File: src/sv/stack_machine_execute_unit_assert.svh
// Assertion macros shared by the execute unit.
`ifndef STACK_MACHINE_EXECUTE_UNIT_ASSERT_SVH
`define STACK_MACHINE_EXECUTE_UNIT_ASSERT_SVH
`ifndef SYNTHESIS
`define SMX_ASSERT_NOW(lbl, ante, cons) \
	lbl: assert property (@(posedge clk) disable iff (!arst_n) (ante) |-> (cons)) \
		else $error("smx assertion failed");
`define SMX_ASSERT_NEXT(lbl, ante, cons) \
	lbl: assert property (@(posedge clk) disable iff (!arst_n) (ante) |=> (cons)) \
		else $error("smx assertion failed");
`else
`define SMX_ASSERT_NOW(lbl, ante, cons)
`define SMX_ASSERT_NEXT(lbl, ante, cons)
`endif
`endif

File: src/sv/smx_pkg.sv
package smx_pkg;

	localparam int STACK_DEPTH_DEF = 256;
	localparam int HEAP_DEPTH_DEF  = 64;
	localparam int SP_SLACK        = 4;

	localparam logic [4:0] OP_ADD      = 5'd0;
	localparam logic [4:0] OP_SUB      = 5'd1;
	localparam logic [4:0] OP_MUL      = 5'd2;
	localparam logic [4:0] OP_DIV      = 5'd3;
	localparam logic [4:0] OP_MOD      = 5'd4;
	localparam logic [4:0] OP_EQ       = 5'd5;
	localparam logic [4:0] OP_LT       = 5'd6;
	localparam logic [4:0] OP_LE       = 5'd7;
	localparam logic [4:0] OP_NOT      = 5'd8;
	localparam logic [4:0] OP_PUSH     = 5'd9;
	localparam logic [4:0] OP_COPY     = 5'd10;
	localparam logic [4:0] OP_POP      = 5'd11;
	localparam logic [4:0] OP_SELECT   = 5'd12;
	localparam logic [4:0] OP_HLOAD    = 5'd13;
	localparam logic [4:0] OP_HSTORE   = 5'd14;
	localparam logic [4:0] OP_ASSERT   = 5'd15;
	localparam logic [4:0] OP_JTRUE    = 5'd16;
	localparam logic [4:0] OP_JFALSE   = 5'd17;
	localparam logic [4:0] OP_JUMP     = 5'd18;
	localparam logic [4:0] OP_ASSERTSP = 5'd19;

	localparam logic [3:0] ST_OK      = 4'd0;
	localparam logic [3:0] ST_OVER    = 4'd1;
	localparam logic [3:0] ST_UNDER   = 4'd2;
	localparam logic [3:0] ST_ZERODIV = 4'd3;
	localparam logic [3:0] ST_ASSERT  = 4'd4;
	localparam logic [3:0] ST_SPMIS   = 4'd5;
	localparam logic [3:0] ST_BADREL  = 4'd6;
	localparam logic [3:0] ST_ILLEGAL = 4'd7;
	localparam logic [3:0] ST_HEAP    = 4'd8;
	localparam logic [3:0] ST_NEGJMP  = 4'd9;

	localparam logic [1:0] AK_MUL = 2'd0;
	localparam logic [1:0] AK_DIV = 2'd1;
	localparam logic [1:0] AK_MOD = 2'd2;

	typedef struct packed {
		logic [4:0]         action;
		logic signed [31:0] immediate;
	} in_item_t;

	typedef struct packed {
		logic [15:0]        next_pc;
		logic signed [63:0] top_value;
		logic [7:0]         stack_depth;
		logic [3:0]         status;
		logic               done_res;
	} out_item_t;

	typedef struct packed {
		logic [4:0]         action;
		logic signed [31:0] immediate;
		logic [1:0]         need;
		logic               pc_step2;
		logic               illegal;
	} dec_t;

	typedef struct packed {
		logic       start;
		logic [1:0] kind;
	} arith_ctl_t;

	typedef struct packed {
		logic empty;
		logic full;
	} q_stat_t;

endpackage

File: src/sv/smx_front.sv
module smx_front (
	input  logic              in_valid,
	output logic              in_stall,
	input  smx_pkg::in_item_t in_item,
	input  smx_pkg::q_stat_t  q_stat,
	input  logic              clearing,
	output logic              push,
	output smx_pkg::dec_t     push_data
);

	// hold the input while the queue is full or the heap is being cleared
	assign in_stall = q_stat.full || clearing;
	assign push     = in_valid && !in_stall;

	always_comb begin
		push_data.action    = in_item.action;
		push_data.immediate = in_item.immediate;
		push_data.illegal   = 1'b0;
		push_data.need      = 2'd0;
		push_data.pc_step2  = 1'b1;
		unique case (in_item.action)
			smx_pkg::OP_ADD, smx_pkg::OP_SUB, smx_pkg::OP_MUL, smx_pkg::OP_DIV,
			smx_pkg::OP_MOD, smx_pkg::OP_EQ, smx_pkg::OP_LT, smx_pkg::OP_LE: begin
				push_data.need     = 2'd2;
				push_data.pc_step2 = 1'b0;
			end
			smx_pkg::OP_NOT, smx_pkg::OP_POP: begin
				push_data.need     = 2'd1;
				push_data.pc_step2 = 1'b0;
			end
			smx_pkg::OP_SELECT: begin
				push_data.need     = 2'd3;
				push_data.pc_step2 = 1'b0;
			end
			smx_pkg::OP_HSTORE, smx_pkg::OP_ASSERT, smx_pkg::OP_JTRUE,
			smx_pkg::OP_JFALSE: push_data.need = 2'd1;
			smx_pkg::OP_PUSH, smx_pkg::OP_COPY, smx_pkg::OP_HLOAD, smx_pkg::OP_JUMP,
			smx_pkg::OP_ASSERTSP: push_data.need = 2'd0;
			default: push_data.illegal = 1'b1;
		endcase
	end

endmodule

File: config.mk
export PLATFORM = sky130hd
export DESIGN_NAME = smx_front
export DESIGN_NICKNAME = d
export VERILOG_FILES = /design/src/sv/stack_machine_execute_unit_assert.svh /design/src/sv/smx_pkg.sv /design/src/sv/smx_front.sv
export SDC_FILE = /design/constraint.sdc
export NUM_CORES = 1
export LEC_CHECK = 0
export ABC_AREA = 1
export BUFFER_PORTS_ARGS = -buffer_cell sky130_fd_sc_hd__buf_2
export CAP_MARGIN = 20
export CORE_UTILIZATION = 25
export DETAILED_ROUTE_END_ITERATION = 7
export MAX_ROUTING_LAYER = met4
export PLACE_DENSITY = 0.86
export SYNTH_ARGS = -nofsm -noshare
export SYNTH_HDL_FRONTEND = slang
export SYNTH_SLANG_ARGS = --single-unit
File: constraint.sdc
create_clock -name vclk -period 0.8
set_input_delay 0.12 -clock vclk [all_inputs]
set_output_delay 0.12 -clock vclk [all_outputs]
set_load 0.005 [all_outputs]
==> flow_summary.toml <==
[drt]
wirelength_um = 878
postRouteAntennaNets = 0
vias = 317
drcViolationCount = 1
initialDrtViolationCount = 3
first_pass_iters = 6
wl_per_cell_um = 10.84
vias_per_cell = 3.914

[power_and_ir_drop]
power_switching_uw = 87.38
peakVddDrop_mv = 0.1403
sw_frac_of_total_pct = 49.85
seqPwrFrac_pct = 0
p_leak_nw = 0.1902
clockPowerShare_pct = 0
internal_power_uw = 87.89
comb_power_share_pct = 100.0
powerDensity_nw_per_um2 = 507.5

[clock_network]
ctsHoldBuffers = 0

[global_routing]
antenna_found_initial = 0
grt-busiest-layer = "met2"
use_met1_pct = 9.024
met2_usage_pct = 12.94
grt_pass1_wl_mm = 1.200
gr-usage-met3_pct = 2.041
grtUsageTotal_pct = 7.931
grt_pass1_vias = 281
grt_overflow = 0
grt_max_degree = 8

[setup_path]
end_kind = "primary output"
crit_buf_inv = 4
critical_path.max_stage_delay_ns = 0.14
critical_path_class = "in2out"
crit_chain = "buf_4, inv_4, nand3_1, nor2_1, nor2_2, nand2_2, inv_1, buf_2"
critPathSlowestCell = "buf_4"
cp-start-kind = "input port"
critPathTopFamily = "buffers and inverters"
crit_arrival_ns = 0.81
worstPathRequired_ns = 0.68
cp_max_fo = 6

[logic_synthesis]
synth_seq_area_share_pct = 0
ys_types = 14
yosysWarnings = 0
syn_avg_cell_area_um2 = 6.036
synth_most_common_cell = "buf_4"
synth_common_cells = "buf_4, nand2_1, nor2_1"
synth_nets = 115
synth_cells = 74
synthTopCellsByArea = "buf_4, nand2_1, nor2_1, nand3_1, inv_1"
netlist_area_um2 = 446.7
yosys.area.top_type = "buf_4"
synth_top_area_share_pct = 62.18

[layout]
finish.instance_area_um2 = 345.3
seqCellArea_um2 = 0
diodes = 0
final_layout_size_suffix_gt1_share_pct = 57.89
clockBufferCount = 0
layout.nets = 100
design.seq.count = 0
fill_cells = 185
area_delta_synth_final_pct = -22.69

[timing]
slew-limit-headroom_pct = 90.49
period_needed_ns = 0.9295
drv_slew = 0
setup_viol = 4
timing_hold_violations_final = 0
finalCritPeriodShare_pct = 116.2
fmax_mhz = 1076
rsz0062_at_grt = "true"
worstMarginPinSlew_ns = 0.1411
setup_slack_ns = -0.1295
hold_slack_ns = 0.2400

[floorplan]
rows = 14
initial_core_util_pct = 28.02
die_w_um = 44.27
ioPinCount = 84
core_area_um2 = 1594
die_area_um2 = 1960
chipHeight_um = 44.27

[hold_path]
hold_path_depth = 0
hp-class = "in2out"
holdPathEnd = "push_data[12]"
min_from = "in_item[8]"

[placed_design]
place_area_um2 = 301.5
port_buffers = 19
dpl.hpwl_um = 714.3
place.gp.congestion = 0.6728

[run_status]
status = "finished with violations"
violations = "DRC, setup timing"

[flow_run]
cap_violations = 0
kinds of logic after synthesis:
family                 count (synthesis)  synth area share [%]
AOI/OAI and AO/OA                      5                 6.161
buffers and inverters                 44                 68.07
and+or+nand+nor                       25                 25.77
metrics by stage:
step | worst slack, ns | instances | utilization (%) | TNS [ns] | power [mW]
final | -0.1295 | 81 | 21.66 | -0.3661 | 0.1753
after global routing | -0.2094 | 81 | 21.66 | -0.5796 | 0.1975
after CTS | -0.1284 | 81 | 20.72 | -0.3182 | 0.1657
after detailed placement | -0.1803 | 81 | 18.92 | -0.5147 | 0.1487
after global placement | -0.1494 | 81 | 18.92 | -0.4112 | 0.1467
after floorplan | 0.1153 | 74 | - | 0 | 0.2173
cell type report:
cell class	count	area, um^2	share of cell area [%]
multi-input combinational	30	156.4	45.29
timing repair buffer	20	130.1	37.68
tap	24	30.03	8.696
inverter	7	28.78	8.333
placed cells by master, fill, tap and decap left out:
cell type / Yosys / routed
buf_4: 37 / 4
nor2_2: 2 / 4
o21ai_1: 1 / 2
nand2_1: 12 / 11
buf_8: 0 / 2
o21ai_0: 2 / 1
inv_1: 4 / 3
or2_4: 0 / 1
nand2_2: 1 / 2
nor2_1: 5 / 3
nor2_4: 1 / 1
nand3_1: 3 / 3
a21oi_2: 0 / 1
inv_4: 0 / 1
o21bai_1: 1 / 1
inv_2: 3 / 3
buf_2: 0 / 14
routing by layer:
metal  up-vias  share of wire, %
met2        31                51
met4         0               5.4
met3         6                14
met1       126                29
met5         -                 0
li1        154                 -
power by group through the flow:
stage | logic [mW] | clock network [mW] | registers [mW]
global route | 0.198 | 0 | 0
global placement | 0.147 | 0 | 0
detailed placement | 0.149 | 0 | 0
CTS | 0.166 | 0 | 0
floorplan | 0.217 | 0 | 0
finish | 0.175 | 0 | 0
timing repair:
| item | in CTS | in global routing |
|---|---|---|
| endpoints found under the setup margin | 5 | 5 |
| pin swaps | 5 | 2 |
| setup buffers | 0 | 0 |
| gates resized for setup | 11 | 6 |
worst max-delay path by stage:
stage | from | end | depth (start not counted)
finish | in_item[36] | push_data[1] | 8
global route | in_item[32] | push_data[0] | 9
CTS | in_item[33] | push_data[0] | 9
detailed placement | in_item[32] | push_data[1] | 8
global placement | in_item[32] | push_data[0] | 9
floorplan | in_item[32] | push_data[0] | 7
Note: power is estimated with default switching activity, not from simulation.
