[config.mk]
export PLATFORM = sky130hd
export DESIGN_NAME = smx_queue
export DESIGN_NICKNAME = d
export VERILOG_FILES = /design/src/sv/stack_machine_execute_unit_assert.svh /design/src/sv/smx_pkg.sv /design/src/sv/smx_queue.sv
export SDC_FILE = /design/constraint.sdc
export NUM_CORES = 1
export LEC_CHECK = 0
export ABC_CLOCK_PERIOD_IN_PS = 2810
export CORE_ASPECT_RATIO = 1.75
export CORE_UTILIZATION = 50
export DETAILED_ROUTE_END_ITERATION = 12
export DONT_BUFFER_PORTS = 1
export GPL_TIMING_DRIVEN = 0
export HOLD_SLACK_MARGIN = 0.15
export PLACE_DENSITY = 0.68
export SYNTH_ARGS = -nofsm -noshare
export SYNTH_HDL_FRONTEND = slang
export SYNTH_SLANG_ARGS = --single-unit
[constraint.sdc]
create_clock -name clk -period 2.81 [get_ports clk]
set_input_delay 0.1405 -clock clk [delete_from_list [all_inputs] [get_ports clk]]
set_output_delay 0.1405 -clock clk [all_outputs]
set_load 0.005 [all_outputs]
[src/sv/stack_machine_execute_unit_assert.svh]
// Assertion macros shared by the execute unit.
`ifndef STACK_MACHINE_EXECUTE_UNIT_ASSERT_SVH
`define STACK_MACHINE_EXECUTE_UNIT_ASSERT_SVH
`ifndef SYNTHESIS
`define SMX_ASSERT_NOW(lbl, ante, cons) \
	lbl: assert property (@(posedge clk) disable iff (!arst_n) (ante) |-> (cons)) \
		else $error("smx assertion failed");
`define SMX_ASSERT_NEXT(lbl, ante, cons) \
	lbl: assert property (@(posedge clk) disable iff (!arst_n) (ante) |=> (cons)) \
		else $error("smx assertion failed");
`else
`define SMX_ASSERT_NOW(lbl, ante, cons)
`define SMX_ASSERT_NEXT(lbl, ante, cons)
`endif
`endif

[src/sv/smx_pkg.sv]
package smx_pkg;

	localparam int STACK_DEPTH_DEF = 256;
	localparam int HEAP_DEPTH_DEF  = 64;
	localparam int SP_SLACK        = 4;

	localparam logic [4:0] OP_ADD      = 5'd0;
	localparam logic [4:0] OP_SUB      = 5'd1;
	localparam logic [4:0] OP_MUL      = 5'd2;
	localparam logic [4:0] OP_DIV      = 5'd3;
	localparam logic [4:0] OP_MOD      = 5'd4;
	localparam logic [4:0] OP_EQ       = 5'd5;
	localparam logic [4:0] OP_LT       = 5'd6;
	localparam logic [4:0] OP_LE       = 5'd7;
	localparam logic [4:0] OP_NOT      = 5'd8;
	localparam logic [4:0] OP_PUSH     = 5'd9;
	localparam logic [4:0] OP_COPY     = 5'd10;
	localparam logic [4:0] OP_POP      = 5'd11;
	localparam logic [4:0] OP_SELECT   = 5'd12;
	localparam logic [4:0] OP_HLOAD    = 5'd13;
	localparam logic [4:0] OP_HSTORE   = 5'd14;
	localparam logic [4:0] OP_ASSERT   = 5'd15;
	localparam logic [4:0] OP_JTRUE    = 5'd16;
	localparam logic [4:0] OP_JFALSE   = 5'd17;
	localparam logic [4:0] OP_JUMP     = 5'd18;
	localparam logic [4:0] OP_ASSERTSP = 5'd19;

	localparam logic [3:0] ST_OK      = 4'd0;
	localparam logic [3:0] ST_OVER    = 4'd1;
	localparam logic [3:0] ST_UNDER   = 4'd2;
	localparam logic [3:0] ST_ZERODIV = 4'd3;
	localparam logic [3:0] ST_ASSERT  = 4'd4;
	localparam logic [3:0] ST_SPMIS   = 4'd5;
	localparam logic [3:0] ST_BADREL  = 4'd6;
	localparam logic [3:0] ST_ILLEGAL = 4'd7;
	localparam logic [3:0] ST_HEAP    = 4'd8;
	localparam logic [3:0] ST_NEGJMP  = 4'd9;

	localparam logic [1:0] AK_MUL = 2'd0;
	localparam logic [1:0] AK_DIV = 2'd1;
	localparam logic [1:0] AK_MOD = 2'd2;

	typedef struct packed {
		logic [4:0]         action;
		logic signed [31:0] immediate;
	} in_item_t;

	typedef struct packed {
		logic [15:0]        next_pc;
		logic signed [63:0] top_value;
		logic [7:0]         stack_depth;
		logic [3:0]         status;
		logic               done_res;
	} out_item_t;

	typedef struct packed {
		logic [4:0]         action;
		logic signed [31:0] immediate;
		logic [1:0]         need;
		logic               pc_step2;
		logic               illegal;
	} dec_t;

	typedef struct packed {
		logic       start;
		logic [1:0] kind;
	} arith_ctl_t;

	typedef struct packed {
		logic empty;
		logic full;
	} q_stat_t;

endpackage

[src/sv/smx_queue.sv]
module smx_queue (
	input  logic             clk,
	input  logic             arst_n,
	input  logic             push,
	input  smx_pkg::dec_t    push_data,
	input  logic             pop,
	output smx_pkg::dec_t    pop_data,
	output smx_pkg::q_stat_t stat
);

	smx_pkg::dec_t ent_q [2];
	logic          wp_q, rp_q;
	logic [1:0]    cnt_q;
	logic          do_push, do_pop;

	assign do_push = push && (cnt_q != 2'd2);
	assign do_pop  = pop && (cnt_q != 2'd0);

	always_ff @(posedge clk or negedge arst_n) begin
		if (!arst_n) begin
			wp_q  <= 1'b0;
			rp_q  <= 1'b0;
			cnt_q <= 2'd0;
		end else begin
			if (do_push) wp_q <= !wp_q;
			if (do_pop) rp_q <= !rp_q;
			if (do_push && !do_pop) cnt_q <= cnt_q + 2'd1;
			else if (do_pop && !do_push) cnt_q <= cnt_q - 2'd1;
		end
	end

	always_ff @(posedge clk) begin
		if (do_push) ent_q[wp_q] <= push_data;
	end

	assign pop_data   = ent_q[rp_q];
	assign stat.empty = (cnt_q == 2'd0);
	assign stat.full  = (cnt_q == 2'd2);

endmodule

==> results of run 1 <==
## critical path, stage by stage, from the launching register on
cell and delay, ns:
dfrtp_1 0.44, nand2b_1 0.18, and3_2 0.85
## through the flow
step,power (mW),instances
2_1_floorplan,2.86,147
3_3_place_gp,3.01,229
3_5_place_dp,3.09,230
4_1_cts,4.17,291
5_1_grt,4.30,291
6_report,4.11,291
## worst paths after layout
check                               end  slack [ns]
setup / recovery            ent_q[1][4]        0.94
hold / removal             ent_q[1][35]        0.46
setup reg to reg            ent_q[1][4]        0.94
hold reg to reg                cnt_q[1]        0.54
max in group asynchronous          wp_q        2.02
min in group asynchronous      cnt_q[0]        0.62
## cells by family after synthesis
family,Yosys count,share of synthesized area
AOI/OAI and AO/OA,1,0.00149
xor gates and xnor gates,5,0.0130
adders and majority gates,1,0.00373
buffers and inverters,7,0.0294
DFF,86,0.763
muxes,41,0.181
and+or+nand+nor,6,0.00820
## synth_stat cells
master / n
edfxtp_1: 82
xor2_1: 2
and3_1: 1
dfrtp_1: 4
inv_1: 2
xnor2_1: 3
nor2_1: 3
o21ai_1: 1
buf_6: 1
mux2_2: 2
nand2_1: 1
ha_1: 1
buf_12: 4
nand2b_1: 1
mux2_4: 39
## state kept, by name (all words and copies together) (netlist names)
name,cells
cnt_q,2
ent_q,82
rp_q,1
wp_q,1
## power by group
group          internal (mW)  switching, mW
Clock                  0.586          0.418
Combinational          0.676          0.569
Sequential              1.76          0.101
## layout by cell type (no fill, tap or decap), drive strengths merged, types with 3 or more instances in the layout
cell type / instances
clkinv: 6
mux2: 41
edfxtp: 82
clkbuf: 10
dfrtp: 4
dlygate4sd3: 45
xnor2: 3
nor2: 3
buf: 6
## final cells by class
class | instances | area [sq um]
multi-input cells | 54 | 706
plain buffers | 5 | 91.3
clock buffers | 10 | 229
inverters | 2 | 7.51
flip-flops and latches | 86 | 2560
clock inverters | 6 | 28.8
well taps | 82 | 103
repair buffers | 46 | 470
fillers | 432 | 2290
## metal layers
layer / track usage / routed length [um] / share of wire
met1: 0.153 / 1790 / 0.34
met4: 0.162 / 287 / 0.054
met2: 0.286 / 3000 / 0.57
met5: 0 / 0 / 0
met3: 0.0403 / 212 / 0.040
## what timing repair did
action / in CTS / in global routing
hold buffers: 45 / 0
resized for setup: 0 / 0
endpoints found under the hold margin: 88 / 0
==> out/metrics.csv, run 1 <==
metric,value,unit
leakage power,1.57,nW
"Clk Latency, worst-skew pair",0.33,ns
Hold WS,0.461,ns
synth top area cells,"edfxtp_1 73%, mux2_4 17%, dfrtp_1 3.0%, buf_12 2.4%, xnor2_1 0.78%",
routed wire length,5290,um
Synthesized Nets,193,
Yosys top cell area share,0.733,
WHS Path Cells,1,
worst slew pin tran,0.966,ns
period utilisation layout,0.664,
Horiz. Die Dim,64.0,um
placed instance area,3490,sq um
Placer Congestion,0.644,
# port buffers,0,
Hold Path Class,in2reg,
Worst EP arrival,1.81,ns
Worst Hold Launch,push_data[35],
final setup fails,0,
Post-CTS Setup Inserts,0,
Synth Warn #,0,
Post-DP HPWL,3240,um
vias per cell,5.24,
row count,39,
GR Overflow Total,0,
worst reg-to-reg path cell count,2,
# IOs,88,
Worst IR Drop VDD,0.718,mV
maxcap violations,0,
worst-path fanout max,41,
Final ANT Viol Nets,0,
Clock Skew,0.00621,ns
FMAX,536,MHz
# DRC,0,
fin nets,250,
pre-CTS setup slack,0.960,ns
n_diodes,0,
mapped cell area,3360,sq um
full die area,7060,sq um
sequential area share after synthesis,0.763,
"area leader, netlist",edfxtp_1,
status,"finished, final reports clean",
"Core Util, Final",0.647,
Max Root-Sink Buffers,2,
CP startpoint kind,flip-flop,
via count of the first global-routing pass,1666,
initial antenna violation count,0,
first-pass GRT wire length,8110,um
clock transition at the registers of the reported paths,0.06,ns
Power Dens Cells,980,nW/um^2
CTS tree,done,
post-synthesis register bit count,86,
Mapped Cells,147,
setup ws final,0.944,ns
H-tree levels,3,
DRT iter0 DRCs,65,
Slew headroom,0.356,
r2r startpoint,cnt_q[0],
CTS Buf Count,9,
worst path required time,2.76,ns
die height,110,um
first drt pass iteration count,4,
Initial Util,0.517,
largest net degree at the start of global routing,42,
RSZ-0062 raised after global routing,no,
count of final hold-check violations,0,
Slew Limit Fails,0,
final instance area,4200,sq um
Synth cell types,15,
GRT Util Overall,0.167,
Critical Path Source,cnt_q[0],
"Avg Cell Area, Syn",22.8,sq um
clk root buf,clkbuf_16,
Worst setup EP type,flip-flop,
Layout area overhead,25.0,%
layout cells sized above 1,0.301,
DR WL/cell,18.2,um
post-layout min period,1.87,ns
core area,6490,sq um
CTS sink cnt,86,
setup TNS,0,ns
critical path class,reg2reg,
via count,1526,
Note: power is estimated with default switching activity, not from simulation.
==> run 2, diff against run 1 <==
--- a/config.mk
+++ b/config.mk
@@ -5,14 +5,13 @@
 export SDC_FILE = /design/constraint.sdc
 export NUM_CORES = 1
 export LEC_CHECK = 0
-export ABC_CLOCK_PERIOD_IN_PS = 2810
+export ABC_CLOCK_PERIOD_IN_PS = 1900
 export CORE_ASPECT_RATIO = 1.75
 export CORE_UTILIZATION = 50
 export DETAILED_ROUTE_END_ITERATION = 12
 export DONT_BUFFER_PORTS = 1
 export GPL_TIMING_DRIVEN = 0
 export HOLD_SLACK_MARGIN = 0.15
-export PLACE_DENSITY = 0.68
 export SYNTH_ARGS = -nofsm -noshare
 export SYNTH_HDL_FRONTEND = slang
 export SYNTH_SLANG_ARGS = --single-unit
==> constraint.sdc (replaced) <==
create_clock -name clk -period 1.9 [get_ports clk]
set_input_delay 0.095 -clock clk [delete_from_list [all_inputs] [get_ports clk]]
set_output_delay 0.095 -clock clk [all_outputs]
set_load 0.005 [all_outputs]
==> run 2 against run 1 <==
Sequential power grew 48%; global-route usage shrank 0.27 points; clock skew up 0.0011 ns; die area did not move; register-to-register slack worse by 0.74 ns; critical endpoint is now ent_q[0][38]; count of clock-buffer cells in the layout up 1; clock power is 63% higher; largest power group unchanged.
==> out/metrics.csv, run 2 (synthesis results as in run 1) <==
metric,value,unit,change
DR WL/cell,17.7,um,-2.4%
status,"finished, final reports clean",,
"most common cell after layout, fill and taps aside",edfxtp_1,,
vias per cell,5.08,,-3.1%
Final ANT Viol Nets,0,,unchanged
final setup fails,0,,unchanged
Multi-input gate area,723,sq um,+2.5%
fin nets,250,,unchanged
worst path required time,1.85,ns,-0.91 ns
"commonest cells after routing, fill and taps aside","82 x edfxtp_1, 45 x dlygate4sd3_1, 39 x mux2_4, 9 x clkbuf_16",,
CTS tree,done,,
Initial Util,0.517,,unchanged
first-pass GRT wire length,8180,um,+0.94%
period utilisation layout,0.890,,+0.226
die height,110,um,unchanged
via count,1479,,-3.1%
count of final hold-check violations,0,,unchanged
FMAX,591,MHz,+10%
placed instance area,3470,sq um,-0.57%
CTS sink cnt,86,,unchanged
Layout area overhead,25.7,%,
largest net degree at the start of global routing,42,,unchanged
Clock Skew,0.00728,ns,+0.00107 ns
Met3 Wirelength,285,um,+34%
Hold WS,0.316,ns,-0.144 ns
first drt pass iteration count,3,,-1
Biggest register,ent_q,,
Worst setup EP type,flip-flop,,
layout cells sized above 1,0.297,,-0.00478
n_diodes,0,,unchanged
register area,2560,sq um,unchanged
Regs by FF count,"ent_q: 82 flops, cnt_q: 2 flops",,
Horiz. Die Dim,64.0,um,unchanged
post-layout min period,1.69,ns,-0.175 ns
CTS Buf Count,9,,unchanged
GR Overflow Total,0,,unchanged
row count,39,,unchanged
Slew Limit Fails,0,,unchanged
RSZ-0062 raised after global routing,no,,
CP startpoint kind,flip-flop,,
Slew headroom,0.555,,+0.199
Worst IR Drop VDD,1.45,mV,+100%
worst slew pin tran,0.666,ns,-0.300 ns
critical path class,reg2reg,,
cell-by-cell trace of the critical path,nand2b_1 -> nand2_2 -> nor2_4,,
Max Root-Sink Buffers,2,,unchanged
WL met2,3060,um,+1.9%
clk root buf,clkbuf_16,,
H-tree levels,3,,unchanged
worst-path fanout max,21,,-49%
Hold Path Class,in2reg,,
"Core Util, Final",0.650,,+0.00347
wl on met1,1630,um,-8.8%
Design Power,6.21,mW,+51%
Post-DP HPWL,3040,um,-6.1%
full die area,7060,sq um,unchanged
Worst EP arrival,1.65,ns,-0.16 ns
via count of the first global-routing pass,1682,,+0.96%
highest routed layer,met4,,
# port buffers,0,,unchanged
clock transition at the registers of the reported paths,0.06,ns,about the same
Layout fillers,443,,+2.5%
DRT iter0 DRCs,64,,-1.5%
largest stage delay on the critical path,0.54,ns,-0.31 ns
"Clk Latency, worst-skew pair",0.33,ns,about the same
# DRC,0,,unchanged
routed wire length,5170,um,-2.4%
Power Dens Cells,1470,nW/um^2,+50%
GRT Util Overall,0.164,,-0.00275
initial antenna violation count,0,,unchanged
CP max-delay cell,nor2_4,,
core area,6490,sq um,unchanged
maxcap violations,0,,unchanged
max FFs per register,82,,unchanged
leakage power,1.56,nW,-0.34%
# IOs,88,,unchanged
final instance area,4220,sq um,+0.54%
Placer Congestion,0.639,,-0.76%
-- run 2: critical path, delay by kind of cell (launching register included) --
kind	cells	cell delay, ns
and+or+nand+nor	3	0.87
DFF	1	0.44
-- run 2: final timing paths --
check                               from            to  slack (ns)  depth (start not counted)
worst max register to register  cnt_q[0]  ent_q[0][38]        0.21                          3
min in group asynchronous         arst_n          wp_q        0.57                          2
max in group asynchronous         arst_n      cnt_q[1]        1.15                          2
worst max-delay path            cnt_q[0]  ent_q[0][38]        0.21                          3
worst min register to register  cnt_q[1]      cnt_q[1]        0.53                          1
worst min-delay path                push  ent_q[1][21]        0.32                          1
-- run 2: final cells by class --
class                   instances  share of cell area
flip-flops and latches         86               0.607
multi-input cells              55               0.171
repair buffers                 45               0.107
clock buffers                  11              0.0551
well taps                      82              0.0243
plain buffers                   5              0.0216
clock inverters                 5              0.0119
inverters                       2             0.00178
-- run 2: stage by stage --
stage	cells	worst slack [ns]	setup TNS (ns)
floorplan	147	0.201	0
global placement	229	-0.0763	-3.06
detailed placement	229	-0.189	-7.70
CTS	291	0.00223	0
global route	291	0.0863	0
finish	291	0.209	0
-- run 2: layer usage --
metal,global-route usage,up-vias
met1,0.147,716
met5,0,-
met4,0.100,0
met3,0.0620,17
met2,0.297,61
li1,-,685
-- run 2: what timing repair did --
| item | 4_1_cts | 5_1_grt |
|---|---|---|
| pin swaps | 1 | 1 |
| buffers inserted | 0 | 0 |
| hold buffers | 45 | 0 |
| gates cloned | 1 | 0 |
| setup endpoints to repair | 41 | 60 |
| gates resized for setup | 1 | 2 |
| hold endpoints to repair | 88 | 0 |
-- run 2: report_power, final --
group	internal [mW]	total [mW]	switching, mW
sequential	2.60	2.76	0.151
clock	1.01	1.63	0.626
combinational	0.984	1.82	0.837
total	4.59	6.21	1.61
